$ cat src/rtl/core/boce_pkg.sv
`timescale 1ns / 1ps
// Shared types and constants for the open-circuit voltage estimator.
// No dependencies.
package boce_pkg;

  localparam int NumBits = 128;

  typedef enum logic [3:0] {
    ST_IDLE,
    ST_PREP,
    ST_LOAD,
    ST_MUL_A,
    ST_MUL_B,
    ST_MUL_C,
    ST_MUL_D,
    ST_DIV,
    ST_ROUND,
    ST_SCALE,
    ST_OUT
  } boce_state_t;

  typedef enum logic [2:0] {
    REG_REF_TEMP   = 3'd0,
    REG_SERIES_RES = 3'd1,
    REG_SERIES_TC  = 3'd2,
    REG_RELAX_RES  = 3'd3,
    REG_RELAX_TC   = 3'd4,
    REG_TIME_CONST = 3'd5,
    REG_INTERVAL   = 3'd6
  } boce_reg_t;

  typedef struct packed {
    logic [15:0] reference_temp_ck;
    logic [29:0] series_res_uohm;
    logic [30:0] series_res_tempco;
    logic [29:0] relax_res_uohm;
    logic [30:0] relax_res_tempco;
    logic [19:0] time_constant_ms;
    logic [19:0] sample_interval_ms;
  } boce_cfg_t;

  // Shared multiplier operation request.
  typedef struct packed {
    logic              start;
    logic signed [63:0] a;
    logic signed [63:0] b;
  } boce_mul_req_t;

endpackage

$ cat src/rtl/core/boce_mul.sv
`timescale 1ns / 1ps
// Shared signed 64x64 multiplier, one 32x32 partial product per cycle.
// Depends on boce_pkg.
module boce_mul import boce_pkg::*; (
  input  logic                clk,
  input  logic                rst_n,
  input  boce_mul_req_t       req,
  output logic                done,
  output logic signed [127:0] prod
);
  logic [63:0]  ua_r, ub_r;
  logic         neg_r;
  logic [2:0]   cnt_r;
  logic         busy_r;
  logic [127:0] acc_r;
  logic [31:0]  pa, pb;
  logic [63:0]  pp;
  logic [127:0] sh;

  always_comb begin
    pa = cnt_r[1] ? ua_r[63:32] : ua_r[31:0];
    pb = cnt_r[0] ? ub_r[63:32] : ub_r[31:0];
    pp = {32'd0, pa} * {32'd0, pb};
    sh = {64'd0, pp} << (7'(cnt_r[1]) * 7'd32 + 7'(cnt_r[0]) * 7'd32);
  end

  always_ff @(posedge clk) begin
    if (!rst_n) begin
      busy_r <= 1'b0;
      cnt_r  <= '0;
      done   <= 1'b0;
    end else begin
      done <= 1'b0;
      if (req.start) begin
        ua_r   <= req.a[63] ? 64'(-req.a) : req.a;
        ub_r   <= req.b[63] ? 64'(-req.b) : req.b;
        neg_r  <= req.a[63] ^ req.b[63];
        acc_r  <= '0;
        cnt_r  <= '0;
        busy_r <= 1'b1;
      end else if (busy_r) begin
        acc_r <= acc_r + sh;
        cnt_r <= cnt_r + 3'd1;
        if (cnt_r == 3'd3) begin
          busy_r <= 1'b0;
          done   <= 1'b1;
        end
      end
    end
  end

  assign prod = neg_r ? -$signed(acc_r) : $signed(acc_r);
endmodule

$ cat config.mk
export PLATFORM = sky130hd
export DESIGN_NAME = boce_mul
export DESIGN_NICKNAME = d
export VERILOG_FILES = /design/src/rtl/core/boce_pkg.sv /design/src/rtl/core/boce_mul.sv
export SDC_FILE = /design/constraint.sdc
export NUM_CORES = 2
export LEC_CHECK = 0
export BUFFER_PORTS_ARGS = -buffer_cell sky130_fd_sc_hd__clkbuf_2
export CORE_MARGIN = 3
export CORE_UTILIZATION = 60
export DETAILED_ROUTE_END_ITERATION = 7
export GPL_TIMING_DRIVEN = 1
export HOLD_SLACK_MARGIN = 0.15
export PLACE_DENSITY = 0.78
export REMOVE_ABC_BUFFERS = 1
export SYNTH_ARGS = -nofsm -noshare
export SYNTH_HDL_FRONTEND = slang
export SYNTH_SLANG_ARGS = --single-unit
$ cat constraint.sdc
create_clock -name clk -period 20.8 [get_ports clk]
set_input_delay 1.04 -clock clk [delete_from_list [all_inputs] [get_ports clk]]
set_output_delay 1.04 -clock clk [all_outputs]
set_load 0.01 [all_outputs]
==> flow_metrics.tcl <==
set metrics [dict create \
    areaGrowthSynthToFinish_pct 6.304 \
    nets 8042 \
    hpwlAfterDp_um 159400 \
    drcViolationCount 0 \
    clock_sinks 262 \
    root_buffer "clkbuf_16" \
    wl_met1_um 72900 \
    crit_type "register to register" \
    route.vias.total 50310 \
    syn-cell-area_um2 56580 \
    ant_nets 0 \
    synth_warnings 0 \
    drive_gt1_share_pct 8.338 \
    rsz0062_at_grt "false" \
    worstSetupStartpointType "register" \
    place_congestion 1.030 \
    seq_area_frac_synth_pct 13.82 \
    overflow 0 \
    tightestPinTransition_ps 1432 \
    synth-async-reset-ratio_pct 0 \
    grt_usage_pct 40.71 \
    setup_violations 0 \
    fin_setup_tns_ps 0 \
    crit_path_top_delay_cell "mux2i_4" \
    ys_types 76 \
    fill_cells 7948 \
    maxSlewViolCount 0 \
    holdCritPathClass "register to register" \
    max-slew-margin-rel_pct 3.848 \
    crit_arrival_ps 14570 \
    reg2reg_slack_ps 6550 \
    num_io_pins 260 \
    ctsHoldBuffers 0 \
    regArea_um2 7825 \
    chipWidth_um 313.1 \
    met2WireLength_um 87300 \
    grt_pass1_vias 50800 \
    ys_seq_elements 262 \
    skew_ps 51.79 \
    drt-total-wl_um 200900 \
    grt_max_degree 94 \
    dr.pass1.iters 6 \
    hold_viol 0 \
    cts_buffers 35 \
    grt_pass1_wl_um 301600 \
    netlist_instances 6574 \
    fmax_mhz 70.20 \
    via_per_inst 6.367 \
    timing.final.crit_share_pct 68.49 \
    drtIter0Drc 5526 \
    post-cts-setup-buffers 0 \
    die_height_um 313.1 \
    highest_layer "met5" \
    run_status "finished, final reports clean" \
    cts_tree "built" \
    worstPathRequired_ps 21130 \
    drv_cap 0 \
    die_area_um2 98030 \
    hp-start "cnt_r[2]" \
    r2r_start "cnt_r[0]" \
    clock_latency_ps 610 \
    avgSynthCellArea_um2 8.607 \
    cts_resized 0 \
    startpoint "cnt_r[0]" \
    fin_util_pct 64.35 \
    period_minus_slack_ps 14250 \
    route.met3.wl_um 27040 \
    rows 112 \
    fp.coreArea_um2 93470 \
    crit_path_frequent_cell "fa_1" \
    cts_buffer_depth 3 \
    path_clk_slew_ps 60 \
    worstSetupEndpointType "register" \
    cpPeakStageDelay_ps 980 \
    layout_commonest_cell "inv_1" \
    antenna_found_initial 13 \
    synth_edf_count 257 \
    multi_input_area_um2 44240 \
    avgRoutedWirePerCell_um 25.43 \
    final_cell_mix "inv_1 (926), nor2_1 (915), fa_1 (897)" \
    cp_max_fo 40 \
    start_util_pct 60.54 \
    htree_levels 2 \
    synth_ff_type "edfxtp_1" \
    port_buffers 259 \
]
metrics by stage:
step | instance area, um2 | worst slack [ps] | hold slack (ps) | cells
floorplan | 55330 | 8009 | 471.4 | 6242
global placement | 59020 | 7202 | 479.1 | 7836
detailed placement | 59020 | 7155 | 514.9 | 7836
CTS | 60140 | 7118 | 538.1 | 7898
global route | 60140 | 6055 | 563.4 | 7898
finish | 60150 | 6554 | 532.6 | 7901
layer usage:
metal | vias to the layer above | GRT usage [%]
met4 | 10 | 22.29
met3 | 825 | 14.36
met1 | 24780 | 51.58
met5 | - | 0
li1 | 21520 | -
met2 | 3171 | 61.15
path summary, 6_finish.rpt:
path / depth (start not counted) / to
max: 37 / acc_r[115]
min: 2 / cnt_r[2]
max reg2reg: 37 / acc_r[115]
min reg2reg: 2 / cnt_r[2]
kinds of logic after synthesis:
logic type	after synthesis	share of synthesized area [%]
mux	148	2.777
buf+inv	1258	8.358
xor+xnor	424	6.587
simple gates	2174	16.82
flops	262	13.82
fa+ha+maj	1292	40.47
compound gates	1016	11.17
state kept, by name (all words and copies together) (netlist names):
signal and cells:
acc_r 128, busy_r 1, cnt_r 3, done 1
neg_r 1, ua_r 64, ub_r 64
synth_stat cells (19+ instances only):
cell type / number / area share (%)
buf_1: 24 / 0.16
or2_2: 31 / 0.34
fa_1: 897 / 32
o31ai_1: 86 / 1.1
or4_1: 45 / 0.60
nor3_1: 77 / 0.68
nand4_1: 90 / 1.0
edfxtp_1: 257 / 14
o21ai_0: 258 / 2.3
clkbuf_1: 304 / 2.0
ha_1: 395 / 8.7
nor2b_1: 33 / 0.36
and3_1: 19 / 0.21
a31oi_1: 24 / 0.27
nand2b_1: 40 / 0.44
nand3_1: 43 / 0.38
and2_1: 42 / 0.46
a211oi_1: 22 / 0.29
nor2_1: 915 / 6.1
xnor2_1: 346 / 5.4
nor4_1: 23 / 0.25
mux2i_1: 76 / 1.3
or3_1: 65 / 0.72
o41ai_1: 40 / 0.62
mux2_2: 72 / 1.4
a21oi_1: 296 / 2.6
o22ai_1: 48 / 0.53
xor2_1: 77 / 1.2
nand2_1: 716 / 4.7
o21bai_1: 50 / 0.66
a21o_1: 75 / 1.0
inv_1: 926 / 6.1
critical path, delay by kind of cell, from the launching register on:
kind / cells / cell delay (ps)
adder cells (fa/ha/maj): 10 / 5030
AO/OA/AOI/OAI: 14 / 3660
AND/OR/NAND/NOR: 7 / 2290
multiplexers: 1 / 980
buffers and inverters: 3 / 770
XOR/XNOR: 2 / 650
flip-flops: 1 / 560
layout make-up:
| type | count | area share, % |
|---|---|---|
| multi-input cells | 5054 | 73.55 |
| flip-flops and latches | 262 | 13.01 |
| inverters | 926 | 5.778 |
| repair buffers | 340 | 3.170 |
| well taps | 1254 | 2.608 |
| clock buffers | 41 | 1.494 |
| clock inverters | 21 | 0.3765 |
| diodes | 3 | 0.01248 |
Power is left out: the tool's default activity adds up to more than one toggle a clock period on the data nets, which glitch-free logic cannot reach.
