File: src/rtl/core/boce_pkg.sv
`timescale 1ns / 1ps
// Shared types and constants for the open-circuit voltage estimator.
// No dependencies.
package boce_pkg;

  localparam int NumBits = 128;

  typedef enum logic [3:0] {
    ST_IDLE,
    ST_PREP,
    ST_LOAD,
    ST_MUL_A,
    ST_MUL_B,
    ST_MUL_C,
    ST_MUL_D,
    ST_DIV,
    ST_ROUND,
    ST_SCALE,
    ST_OUT
  } boce_state_t;

  typedef enum logic [2:0] {
    REG_REF_TEMP   = 3'd0,
    REG_SERIES_RES = 3'd1,
    REG_SERIES_TC  = 3'd2,
    REG_RELAX_RES  = 3'd3,
    REG_RELAX_TC   = 3'd4,
    REG_TIME_CONST = 3'd5,
    REG_INTERVAL   = 3'd6
  } boce_reg_t;

  typedef struct packed {
    logic [15:0] reference_temp_ck;
    logic [29:0] series_res_uohm;
    logic [30:0] series_res_tempco;
    logic [29:0] relax_res_uohm;
    logic [30:0] relax_res_tempco;
    logic [19:0] time_constant_ms;
    logic [19:0] sample_interval_ms;
  } boce_cfg_t;

  // Shared multiplier operation request.
  typedef struct packed {
    logic              start;
    logic signed [63:0] a;
    logic signed [63:0] b;
  } boce_mul_req_t;

endpackage

File: src/rtl/core/boce_div.sv
`timescale 1ns / 1ps
// Radix-2 restoring divider of a 128-bit magnitude by a 32-bit divisor.
// Depends on boce_pkg.
module boce_div import boce_pkg::*; (
  input  logic         clk,
  input  logic         rst_n,
  input  logic         start,
  input  logic [127:0] num,
  input  logic [31:0]  den,
  output logic         done,
  output logic [127:0] quo,
  output logic [32:0]  rem
);
  logic [7:0]  cnt_r;
  logic        busy_r;
  logic [127:0] q_r;
  logic [32:0]  r_r;
  logic [32:0]  trial;

  assign trial = {r_r[31:0], q_r[127]};

  always_ff @(posedge clk) begin
    if (!rst_n) begin
      busy_r <= 1'b0;
      done   <= 1'b0;
      cnt_r  <= '0;
    end else begin
      done <= 1'b0;
      if (start) begin
        q_r    <= num;
        r_r    <= '0;
        cnt_r  <= '0;
        busy_r <= 1'b1;
      end else if (busy_r) begin
        if (trial >= {1'b0, den}) begin
          r_r <= trial - {1'b0, den};
          q_r <= {q_r[126:0], 1'b1};
        end else begin
          r_r <= trial;
          q_r <= {q_r[126:0], 1'b0};
        end
        cnt_r <= cnt_r + 8'd1;
        if (cnt_r == 8'(NumBits - 1)) begin
          busy_r <= 1'b0;
          done   <= 1'b1;
        end
      end
    end
  end

  assign quo = q_r;
  assign rem = r_r;
endmodule

File: config.mk
export PLATFORM = sky130hd
export DESIGN_NAME = boce_div
export DESIGN_NICKNAME = d
export VERILOG_FILES = /design/src/rtl/core/boce_pkg.sv /design/src/rtl/core/boce_div.sv
export SDC_FILE = /design/constraint.sdc
export NUM_CORES = 1
export LEC_CHECK = 0
export CAP_MARGIN = 20
export CORE_MARGIN = 3
export CORE_UTILIZATION = 55
export CTS_CLUSTER_SIZE = 40
export DETAILED_ROUTE_END_ITERATION = 6
export DONT_BUFFER_PORTS = 1
export GPL_TIMING_DRIVEN = 0
export PLACE_DENSITY = 0.79
export SLEW_MARGIN = 40
export SYNTH_ARGS = -nofsm -noshare
export SYNTH_HDL_FRONTEND = slang
export SYNTH_SLANG_ARGS = --single-unit
File: constraint.sdc
create_clock -name clk -period 7.1 [get_ports clk]
set_input_delay 0.355 -clock clk [delete_from_list [all_inputs] [get_ports clk]]
set_output_delay 0.355 -clock clk [all_outputs]
set_load 0.05 [all_outputs]
==> results of run 1 <==
## placed cells by master, fill, tap and decap left out, types with 13 or more instances in the layout
| cell type | netlist | routed |
|---|---|---|
| o21ai_1 | 13 | 13 |
| clkbuf_1 | 30 | 30 |
| xnor2_1 | 15 | 15 |
| nand3_1 | 28 | 28 |
| a21oi_1 | 55 | 55 |
| edfxtp_1 | 161 | 161 |
| clkbuf_16 | 0 | 17 |
| ha_1 | 33 | 33 |
| nand2_1 | 30 | 30 |
| a21o_1 | 14 | 14 |
| nor3_1 | 16 | 16 |
| nor2_1 | 20 | 20 |
| o21ai_0 | 16 | 16 |
| inv_1 | 44 | 44 |
| mux2_2 | 129 | 129 |
## layout make-up
type / instances / area (um2) / area share, %
Inverter: 44 / 165 / 1.61
Timing Repair Buffer: 4 / 80.1 / 0.783
Multi-Input combinational cell: 494 / 3920 / 38.3
Clock buffer: 17 / 425 / 4.16
Sequential cell: 171 / 5030 / 49.2
Tap cell: 216 / 270 / 2.64
Antenna cell: 1 / 2.50 / 0.0245
Buffer: 37 / 153 / 1.49
Clock inverter: 15 / 178 / 1.74
## power by group through the flow
| stage | registers (uW) | clock network [uW] | logic, uW |
|---|---|---|---|
| CTS | 1490 | 957 | 448 |
| global route | 1490 | 998 | 498 |
| detailed placement | 1510 | 0 | 444 |
| floorplan | 1490 | 0 | 348 |
| global placement | 1520 | 0 | 425 |
| finish | 1490 | 944 | 451 |
## per-layer routing
metal | part of all wire [%] | wire length, um | up-vias | global-route usage, %
li1 | - | - | 2889 | -
met3 | 8.0 | 1950 | 54 | 8.44
met1 | 38 | 9170 | 3094 | 31.0
met5 | 0 | 0 | - | 0
met4 | 3.2 | 777 | 0 | 9.97
met2 | 51 | 12500 | 322 | 44.2
## flip-flops by register name (all words and copies together), names as in the netlist
register / count
busy_r: 1
done: 1
cnt_r: 8
rem: 33
quo: 128
## per-stage QoR
step           util (%)  hold WS [ns]
3_3_place_gp       59.0         0.466
4_1_cts            63.3        0.0989
3_5_place_dp       59.5         0.510
2_1_floorplan         -         0.429
5_1_grt            63.3         0.114
6_report           63.3         0.109
## worst max-delay path by stage
| stage | end | slack [ns] |
|---|---|---|
| floorplan | busy_r | 1.94 |
| global placement | busy_r | 0.14 |
| detailed placement | rem[24] | 3.48 |
| CTS | rem[29] | 3.46 |
| global route | rem[24] | 3.19 |
| finish | rem[29] | 3.42 |
## logic make-up after synthesis
logic type / Yosys count
adders and majority gates: 34
xor gates and xnor gates: 22
and+or+nand+nor: 143
AOI/OAI and AO/OA: 165
DFF: 171
muxes: 130
buffers and inverters: 81
==> flow_summary.ini, run 1 <==
[worst_setup_path]
path_class = reg2reg
reg2reg_slack_ns = 3.42
cp-startpoint = rem[29]
path_buf_inv = 2
r2r-start = rem[29]
cpLargestDelayFamily = buffers and inverters
cp-end-kind = register
crit_arrival_ns = 3.93
cp_cell_sequence = ha_1 > a21oi_1 > nor2b_1 > nor3_1 > a21boi_1 > clkbuf_1 > clkbuf_1 > nand3_1 > a21oi_1
reg2regPathDepth = 9
critPathLaunchType = register
cp_max_fo = 10
cp_slowest_cell = edfxtp_1
timing.rr.end = rem[29]
max_stage_delay_ns = 0.73
required_ns = 7.36
crit_cells = 9

[pwr]
combPwrFrac_pct = 15.6
power_switching_uw = 982
intPower_uw = 1900
finalPower_uw = 2880
pwr_density_cell_mw_per_mm2 = 282
pwr-share-clk_pct = 32.7
seqPwrFrac_pct = 51.6
switching_share_pct = 34.1
p_leak_uw = 0.00372
ir_drop_mv = 0.160

[synth]
synthAdderAreaFrac_pct = 4.67
synth_area_leaders = edfxtp_1 (52%), mux2_2 (16%), ha_1 (4.5%), a21oi_1 (3.0%), dfxtp_1 (2.2%)
yosys.area_share.simple_pct = 7.92
ys_types = 64
synth-xor-area-share_pct = 2.08
async_flop_share_pct = 0
synth_flop_cell = edfxtp_1
syn_inst = 746
synth_edf_count = 161
syn_avg_cell_area_um2 = 12.4
synth_common_cells = edfxtp_1 (161), mux2_2 (129), a21oi_1 (55), inv_1 (44), ha_1 (33)
muxShareOfSynthArea_pct = 15.8
synth_top_family_by_area = multiplexers
synth_nets = 943
seq_area_frac_synth_pct = 54.3
yosysWarningCount = 0
yosysTopAreaCellShare_pct = 52.2
synth_compound_area_share_pct = 11.8
synth.most_common_cell = edfxtp_1
synth_top_area_cell = edfxtp_1
ys_seq_elements = 171
syn-cell-area_mm2 = 0.00927

[timing]
rsz0062_at_grt = no
finalHoldViolCount = 0
finalSetupViolCount = 0
worst_slack_ns = 3.42
period_minus_slack_ns = 3.68
skew_ns = 0.0114
slew_headroom_pct = 50.3
slew_violations = 0
post-route-period-util_pct = 51.8
max_clock_freq_ghz = 0.272
tightestPinTransition_ns = 0.741
setup_tns_ns = 0

[clocking]
cts.sinks = 171
clockBufferDepth = 2
cts_resized = 0
clock_latency_ns = 0.42
postCtsSetupBuffers = 0
cts_htree_levels = 4
cts-buffers-inserted = 17
cts_hold_buf = 0
path_clk_slew_ns = 0.07
cts_tree = built
root_buffer = clkbuf_16

[place]
dp_slack_ns = 3.48
gp_congestion = 0.954
port_buffers = 0
place_inst = 966
postPlaceCellArea_mm2 = 0.00963
dpl.hpwl_um = 18700

[grt]
track_usage_pct = 26.0
grt.overflow.total = 0
grt_max_degree = 39
grt_pass1_vias = 6675
antenna_found_initial = 2
grt_pass1_wl_um = 36700

[floorplanning]
die_y_um = 136
die_area_mm2 = 0.0184
boundaryPins = 325
rows = 46
die_w_um = 136
core_mm2 = 0.0162
start_util_pct = 57.3

[route]
vias = 6359
wl_per_cell_um = 24.4
viasPerCell = 6.37
drc = 0
drt_iter0_markers = 402
first_pass_iters = 4
wirelength_um = 24400
final_antenna_net_count = 0

[cells_and_area]
nets = 966
area_delta_synth_final_pct = 10.4
final_cell_count_no_fill = 999
drive_gt1_share_pct = 22.5
num-fill-cells = 1227
fin_area_mm2 = 0.0102

[worst_hold_path]
holdPathEnd = done
worstHoldStart = rst_n
min_path_type = in2reg
hold_depth = 2

[flow_run]
maxCapViolCount = 0

[status]
outcome = completed
No activity file was read; power rests on OpenSTA's default activity.
==> run 2: changes to the inputs <==
ABC_AREA = 1   (was unset)
PLACE_DENSITY = 0.82   (was 0.79)
clock period = 3.2 ns   (was 7.1 ns; I/O delays follow)
==> flow_summary.ini, run 2 <==
[status]
outcome = completed

[synth]
synth.most_common_cell = nand2_1
synth_edf_count = 161
syn_inst = 1355
synth_nets = 1552
synth_top_area_cell = edfxtp_1
async_flop_share_pct = 0
seq_area_frac_synth_pct = 49.0
syn_avg_cell_area_um2 = 7.59
yosysWarningCount = 0
yosysTopAreaCellShare_pct = 47.0
synth_common_cells = nand2_1 (692), edfxtp_1 (161), inv_1 (161), nor2_1 (84), ha_1 (33)
syn-cell-area_mm2 = 0.0103
ys_types = 30
ys_seq_elements = 171
synth_area_leaders = edfxtp_1 (47%), nand2_1 (25%), inv_1 (5.9%), ha_1 (4.0%), nor2_1 (3.1%)
synth_flop_cell = edfxtp_1

[pwr]
finalPower_uw = 6890
p_leak_uw = 0.00616
pwr_density_cell_mw_per_mm2 = 542
pwr-share-clk_pct = 31.2
seqPwrFrac_pct = 48.5
switching_share_pct = 37.9
intPower_uw = 4280
combPwrFrac_pct = 20.3
power_switching_uw = 2610
ir_drop_mv = 0.362

[route]
drc = 0
first_pass_iters = 6
viasPerCell = 5.47
wirelength_um = 34300
wl_per_cell_um = 19.5
drt_iter0_markers = 1062
final_antenna_net_count = 0
vias = 9603

[grt]
grt.overflow.total = 0
grt_max_degree = 21
grt_pass1_vias = 9434
track_usage_pct = 33.1
antenna_found_initial = 1
grt_pass1_wl_um = 51800

[floorplanning]
start_util_pct = 56.7
boundaryPins = 325
die_w_um = 143
rows = 49
core_mm2 = 0.0181
die_y_um = 143
die_area_mm2 = 0.0204

[worst_setup_path]
path_class = reg2reg
critPathLaunchType = register
reg2reg_slack_ns = 0.41
cp-end-kind = register
cp_max_fo = 10
reg2regPathDepth = 11
r2r-start = rem[14]
timing.rr.end = rem[23]
required_ns = 3.38
crit_arrival_ns = 2.97

[clocking]
cts_htree_levels = 4
cts_tree = built
cts-buffers-inserted = 17
root_buffer = clkbuf_16
path_clk_slew_ns = 0.08
cts.sinks = 171
clockBufferDepth = 2
clock_latency_ns = 0.44

[timing]
period_minus_slack_ns = 2.79
rsz0062_at_grt = no
finalSetupViolCount = 0
slew_headroom_pct = 49.0
slew_violations = 0
tightestPinTransition_ns = 0.766
post-route-period-util_pct = 87.2
finalHoldViolCount = 0
max_clock_freq_ghz = 0.359
skew_ns = 0.0170

[place]
gp_congestion = 0.929
dpl.hpwl_um = 23700
port_buffers = 0
place_inst = 1595
postPlaceCellArea_mm2 = 0.0108

[cells_and_area]
post-route-util_pct = 70.0
num-fill-cells = 1349
nets = 1710
fin_area_mm2 = 0.0127
final_cell_count_no_fill = 1756
final_cell_mix = nand2_1 (692), edfxtp_1 (161), inv_1 (160), dlygate4sd3_1 (128), nor2_1 (84)
largest_reg_flops = 128
drive_gt1_share_pct = 8.26
area_delta_synth_final_pct = 23.5
final_common_cell = nand2_1

[worst_hold_path]
worstHoldStart = rst_n
holdPathEnd = busy_r
min_path_type = in2reg
hold_depth = 4

[flow_run]
maxCapViolCount = 0
-- run 2: cell types whose count changed after synthesis, sizes merged, moves of 10 or more --
cell,delta
nor2,+91
o211ai,-10
a21oi,-27
a21o,-14
inv,+131
o21ai,-23
o21a,-10
mux2,-129
nand2,+683
-- run 2: worst max-delay path: stages (launching register included) --
cell and delay [ns]:
edfxtp_1 0.63, ha_1 0.47, nand2_1 0.12, nor2_1 0.30, nand2_1 0.15, nor2_1 0.15
nand3_2 0.10, nand3_4 0.11, buf_2 0.26, nand2_1 0.13, nand2_1 0.08, nor2_1 0.04
-- run 2: worst max-delay path by stage --
| stage | depth (start not counted) | slack (ns) | endpoint | startpoint |
|---|---|---|---|---|
| 6_report | 11 | 0.41 | rem[23] | rem[14] |
| 5_1_grt | 11 | 0.24 | rem[23] | rem[14] |
| 2_1_floorplan | 4 | -0.34 | busy_r | busy_r |
| 3_5_place_dp | 11 | 0.44 | rem[23] | rem[13] |
| 4_1_cts | 11 | 0.41 | rem[23] | rem[13] |
| 3_3_place_gp | 5 | -1.49 | busy_r | start |
-- run 2: metrics by stage --
step | hold slack [ns] | setup WS, ns | setup TNS [ns]
CTS | 0.0700 | 0.409 | 0
floorplan | 0.343 | -0.345 | -50.30
global route | 0.119 | 0.241 | 0
global placement | 0.349 | -1.49 | -228.76
finish | 0.0757 | 0.411 | 0
detailed placement | 0.352 | 0.440 | 0
-- run 2: power groups by stage --
stage | sequential [uW] | combinational, uW | clock [uW]
4_1_cts | 3320 | 1360 | 2130
6_report | 3340 | 1400 | 2150
5_1_grt | 3350 | 1570 | 2240
3_3_place_gp | 3390 | 1160 | 0
2_1_floorplan | 3310 | 937 | 0
3_5_place_dp | 3370 | 1220 | 0
-- run 2: cells by family (layout without fill, tap and decap cells) --
family                     count (synthesis)  count (layout)  synth area share [%]
AOI/OAI and AO/OA                         36              36                  1.78
buffers and inverters                    214             385                  8.46
other                                      0               1                     0
and+or+nand+nor                          885             885                  35.3
xor gates and xnor gates                  15              15                  1.28
DFF                                      171             171                  49.0
adders and majority gates                 34              34                  4.21
-- run 2: cell type report --
class	instances	area, um2	share of cell area [%]
inverters	175	659	5.19
diodes	1	2.50	0.0197
clock inverters	15	193	1.52
repair buffers	139	1480	11.7
clock buffers	17	425	3.35
flip-flops and latches	171	5040	39.7
plain buffers	39	223	1.75
multi-input cells	970	4390	34.6
well taps	229	287	2.26
-- run 2: timing repair --
| action | in CTS | in global routing |
|---|---|---|
| hold endpoints to repair | 128 | 0 |
| resized for setup | 0 | 0 |
| hold buffers | 128 | 0 |
| buffers inserted | 0 | 0 |
-- run 2: layer usage --
metal | global-route usage, % | vias to the layer above | part of all wire, %
li1 | - | 4502 | -
met1 | 40.8 | 4321 | 36
met2 | 53.7 | 622 | 47
met3 | 7.84 | 158 | 9.6
met4 | 18.5 | 0 | 6.7
met5 | 0 | - | 0
